## src/jvm_integer_stack_core_macros.svh

```systemverilog
// Assertion macros for the integer stack core.
`ifndef JVM_INTEGER_STACK_CORE_MACROS_SVH
`define JVM_INTEGER_STACK_CORE_MACROS_SVH
// Implication checked at every clock edge outside reset.
`define JISC_ASSERT_IMPLY(label, clk, rst, ante, cons, msg) \
   label: assert property (@(posedge clk) disable iff (rst) (ante) |-> (cons)) \
      else $error(msg);
// Next-cycle implication.
`define JISC_ASSERT_NEXT(label, clk, rst, ante, cons, msg) \
   label: assert property (@(posedge clk) disable iff (rst) (ante) |=> (cons)) \
      else $error(msg);
`endif

```

## src/jisc_pkg.sv

```systemverilog
// Package: opcodes, status codes, widths and the sequencer state type.
package jisc_pkg;
   localparam int StackDepth = 64;
   localparam int LocalCount = 256;
   localparam int SpW = $clog2(StackDepth + 1);
   localparam int SaW = $clog2(StackDepth);
   localparam int LaW = $clog2(LocalCount);

   localparam logic [2:0] ST_OK = 3'd0;
   localparam logic [2:0] ST_RET = 3'd1;
   localparam logic [2:0] ST_DIVZ = 3'd2;
   localparam logic [2:0] ST_STACK = 3'd3;
   localparam logic [2:0] ST_UNSUP = 3'd4;

   localparam logic [7:0] OP_NOP = 8'h00, OP_ACONST_NULL = 8'h01;
   localparam logic [7:0] OP_ICONST_M1 = 8'h02, OP_ICONST_5 = 8'h08;
   localparam logic [7:0] OP_BIPUSH = 8'h10, OP_SIPUSH = 8'h11;
   localparam logic [7:0] OP_ILOAD = 8'h15, OP_ALOAD = 8'h19;
   localparam logic [7:0] OP_ILOAD_0 = 8'h1a, OP_ILOAD_3 = 8'h1d;
   localparam logic [7:0] OP_ALOAD_0 = 8'h2a, OP_ALOAD_3 = 8'h2d;
   localparam logic [7:0] OP_ISTORE = 8'h36, OP_ASTORE = 8'h3a;
   localparam logic [7:0] OP_ISTORE_0 = 8'h3b, OP_ISTORE_3 = 8'h3e;
   localparam logic [7:0] OP_ASTORE_0 = 8'h4b, OP_ASTORE_3 = 8'h4e;
   localparam logic [7:0] OP_POP = 8'h57, OP_DUP = 8'h59, OP_DUP2 = 8'h5c;
   localparam logic [7:0] OP_SWAP = 8'h5f;
   localparam logic [7:0] OP_IADD = 8'h60, OP_ISUB = 8'h64, OP_IMUL = 8'h68;
   localparam logic [7:0] OP_IDIV = 8'h6c, OP_INEG = 8'h74, OP_IINC = 8'h84;
   localparam logic [7:0] OP_I2C = 8'h92, OP_I2S = 8'h93;
   localparam logic [7:0] OP_IFEQ = 8'h99, OP_IFNE = 8'h9a, OP_IFLT = 8'h9b;
   localparam logic [7:0] OP_IFGE = 8'h9c, OP_IFGT = 8'h9d, OP_IFLE = 8'h9e;
   localparam logic [7:0] OP_ICMPEQ = 8'h9f, OP_ICMPNE = 8'ha0, OP_ICMPLT = 8'ha1;
   localparam logic [7:0] OP_ICMPGE = 8'ha2, OP_ICMPGT = 8'ha3, OP_ICMPLE = 8'ha4;
   localparam logic [7:0] OP_ACMPEQ = 8'ha5, OP_ACMPNE = 8'ha6;
   localparam logic [7:0] OP_GOTO = 8'ha7, OP_ARETURN = 8'hb0, OP_RETURN = 8'hb1;
   localparam logic [7:0] OP_IFNULL = 8'hc6, OP_IFNONNULL = 8'hc7, OP_GOTO_W = 8'hc8;

   typedef enum logic [2:0] {
      S_IDLE, S_READ, S_EXEC, S_DIV, S_WB2, S_OUT
   } seq_state_type;

   typedef struct packed {
      logic start;
      logic [31:0] dividend;
      logic [31:0] divisor;
   } div_req_type;
endpackage

```

## src/jisc_stack_ram.sv

```systemverilog
// Operand stack memory: one write port, two registered read ports.
module jisc_stack_ram
   import jisc_pkg::*;
(
   input  logic           clock,
   input  logic           wr_en,
   input  logic [SaW-1:0] wr_addr,
   input  logic [31:0]    wr_data,
   input  logic [SaW-1:0] rd_addr_a,
   input  logic [SaW-1:0] rd_addr_b,
   output logic [31:0]    rd_data_a,
   output logic [31:0]    rd_data_b
);
   logic [31:0] mem [StackDepth];

   always_ff @(posedge clock) begin
      if (wr_en) begin
         mem[wr_addr] <= wr_data;
      end
      rd_data_a <= mem[rd_addr_a];
      rd_data_b <= mem[rd_addr_b];
   end
endmodule

```

## config.mk

```make
export PLATFORM = sky130hd
export DESIGN_NAME = jisc_stack_ram
export DESIGN_NICKNAME = d
export VERILOG_FILES = /design/src/jvm_integer_stack_core_macros.svh /design/src/jisc_pkg.sv /design/src/jisc_stack_ram.sv
export SDC_FILE = /design/constraint.sdc
export NUM_CORES = 2
export LEC_CHECK = 0
export BUFFER_PORTS_ARGS = -buffer_cell sky130_fd_sc_hd__buf_2
export CAP_MARGIN = 30
export CORE_MARGIN = 4
export CORE_UTILIZATION = 53
export DETAILED_ROUTE_END_ITERATION = 8
export GPL_TIMING_DRIVEN = 0
export PLACE_DENSITY = 0.75
export SYNTH_ARGS = -nofsm -noshare
export SYNTH_HDL_FRONTEND = slang
export SYNTH_SLANG_ARGS = --single-unit
```

## constraint.sdc

```tcl
create_clock -name clock -period 4.2 [get_ports clock]
set_input_delay 0.84 -clock clock [delete_from_list [all_inputs] [get_ports clock]]
set_output_delay 0.84 -clock clock [all_outputs]
set_load 0.02 [all_outputs]
```

==> flow_summary.toml <==
[clock_tree]
clock_latency_ns = 0.92
clock_path_buffers = 3
cts_tree = "done"
clkSinkCount = 2112
post_cts_resized = 0
postCtsSetupRepairBufs = 0
root_buffer = "clkbuf_16"
cts_made_buffers = 215
cts.hold.buffers_added = 0
cts.clk_slew.worst_paths_ns = 0.06
cts_max_level = 4

[power]
clock_power_share = 0.404
pwr-share-comb = 0.109
p_leak_nw = 35.3
p_sw_frac = 0.251
peakVddDrop_v = 0.000476
power.switching_mw = 12.1
power_mw = 48.0
power_density_nw_per_um2 = 433
pwr-share-seq = 0.487
intPower_mw = 36.0

[place]
port-buffer-count = 103
dp_cells = 7069
hpwlAfterDp_um = 268000
gp_congestion = 1.06

[yosys]
ys_top_cells_by_area = "edfxtp_1 (64%), mux4_2 (26%), mux2i_1 (2.1%), dfxtp_1 (1.3%), a22oi_1 (0.67%)"
syn-cell-area_um2 = 95700
ys_ff_latch = 2112
ys.flop_type = "edfxtp_1"
synth-edff-count = 2048
synth.top_cell.area_share = 0.643
yosysSeqAreaShare = 0.656
synth.avg_cell_area_um2 = 21.7
synth_async_sr_flop_share = 0
netlist_instances = 4412
yosysWarnings = 0
synth_top_area_cell = "edfxtp_1"
synth_nets = 4464
ys_types = 38

[timing]
layout_setup_ws_ns = -0.393
max_clock_freq_mhz = 218
setup_tns_ns = -1.26
finalCriticalPeriod_ns = 4.59
setup_viol = 7
timing.slew.headroom = 0.125
worstMarginPinSlew_ns = 1.31
finClkSkew_ns = 0.0478
fin_hold_ws_ns = 0.213
report.final.slew_viol_count = 0
min_period_over_period = 1.09
hold_viol_final = 0
rsz0062_at_grt = "false"

[final_layout]
nNetsFinal = 5015
fin_cells = 7542
seq_area_um2 = 62800
fillers = 11912
drive_above_1_share = 0.406
area_delta_synth_final_pct = 15.8
multi_input_area_um2 = 31700
final_util = 0.619

[global_routing]
grt_overflow = 0
grt_pass1_wl_um = 511000
grt_usage = 0.418
grt_pass1_vias = 57640
antenna_found_initial = 42
grt_max_degree = 65

[die]
die_height_um = 433
rows = 155
ios = 116
die_area_um2 = 187000
start_util = 0.534
core_um2 = 179000
die_w_um = 433

[routing]
routed_wl_um = 389000
ant_nets = 0
drc_errors = 1
drt_first_pass_iters = 9
wl_per_cell_um = 51.6
drtIter0Drc = 13720
routed-via-count = 61099
viasPerCell = 8.10

[critical_path]
slowest_delay_ns = 0.86
cp-end-kind = "flop"
critPathLaunchType = "primary input"
r2r_setup_slack_ns = 1.26
rr_worst_depth = 5
crit_path_cell_trace = "buf_2 > buf_2 > buf_2 > buf_2 > mux2i_1 > mux2i_1 > o22ai_1 > a21oi_1"
timing.rr.start = "mem[57][24]"
r2r-end = "rd_data_a[24]"
cp_slowest_cell = "a21oi_1"
required_ns = 4.90
path_max_fanout = 12
worstSetupPathType = "primary input to flop"
path_common_cell = "buf_2"
critical_path_arrival_ns = 5.29

[worst_hold_path]
hp-start = "wr_data[30]"
min_to = "mem[37][30]"
holdCritPathClass = "primary input to flop"
holdPathStages = 1

[run]
maxCapViolCount = 0

[outcome]
violations = "DRC, setup timing"
status = "finished with violations"
-- cells in the final DEF (no fill, tap or decap), drive strengths merged, types with 13 or more instances in the layout --
cell       n
o211ai    27
a221oi    13
edfxtp  2048
nor2b     19
clkinv   104
bufinv    20
mux2      36
buf      541
a21oi     58
a22oi     85
nand2     93
o221ai    16
o21ai     49
a211oi    15
o22ai     56
nor2      94
mux2i    204
dfxtp     64
mux4    1124
diode     44
clkbuf   403
-- state kept, by name, summed over array words and instances (netlist names) --
register and flops:
mem 2048, rd_data_a 32, rd_data_b 32
-- through the flow --
step                setup WS, ns  instance area (µm²)
global route              0.0270               111000
finish                    -0.393               111000
floorplan                  0.169                95700
detailed placement        -0.708               103000
CTS                        0.178               110000
global placement           -3.25                99100
-- per-layer routing --
metal,wire (µm),share of wire,vias up,GRT usage
li1,-,-,20705,-
met1,112000,0.29,30996,0.488
met2,159000,0.41,7401,0.563
met3,76200,0.20,1953,0.243
met4,39000,0.10,44,0.310
met5,2170,0.0056,-,0.0705
-- how the worst max path moves through the flow --
| stage | from | end | slack [ns] |
|---|---|---|---|
| 6_report | rd_addr_a[2] | rd_data_a[16] | -0.39 |
| 5_1_grt | rd_addr_a[2] | rd_data_a[24] | 0.03 |
| 4_1_cts | rd_addr_a[2] | rd_data_a[14] | 0.18 |
| 3_5_place_dp | rd_addr_a[2] | rd_data_a[14] | -0.71 |
| 3_3_place_gp | wr_addr[3] | mem[49][21] | -3.25 |
| 2_1_floorplan | wr_addr[3] | mem[48][0] | 0.17 |
-- Yosys cell counts, drive strengths merged, types with 15 or more instances --
| cell type | instances |
|---|---|
| a211oi | 15 |
| a21oi | 58 |
| a22oi | 85 |
| buf | 212 |
| clkbuf | 135 |
| dfxtp | 64 |
| edfxtp | 2048 |
| mux2 | 36 |
| mux2i | 204 |
| mux4 | 1124 |
| nand2 | 93 |
| nor2 | 94 |
| nor2b | 19 |
| o211ai | 27 |
| o21ai | 49 |
| o221ai | 16 |
| o22ai | 56 |
-- worst max-delay path, delay by kind of cell --
kind / cells / cell delay (ns)
muxes: 2 / 0.78
buffers and inverters: 4 / 2.55
AOI/OAI and AO/OA: 2 / 1.03
-- final cells by class --
cell class / count / area share
multi-input combinational: 1952 / 0.286
inverter: 1 / 0.0000339
buffer: 347 / 0.0160
clock inverter: 134 / 0.0114
tap: 2355 / 0.0266
clock buffer: 263 / 0.0516
timing repair buffer: 334 / 0.0412
sequential: 2112 / 0.567
antenna: 44 / 0.000994
-- cell families (layout without fill, tap and decap cells) --
kind of cell    count (synthesis)  count (layout)  synth area share
compound gates                340             340            0.0239
buf+inv                       348            1079            0.0183
flops                        2112            2112             0.656
mux                          1364            1364             0.290
other cells                     0              44                 0
simple gates                  248             248            0.0113
-- power by group through the flow --
stage | Clock [mW] | Combinational [mW] | Sequential [mW]
2_1_floorplan | 0 | 2.23 | 24.0
3_3_place_gp | 0 | 4.52 | 23.9
3_5_place_dp | 0 | 4.79 | 23.9
4_1_cts | 19.2 | 4.81 | 23.4
5_1_grt | 20.1 | 5.13 | 23.4
6_report | 19.4 | 5.23 | 23.4
No activity file was read; power rests on OpenSTA's default activity.
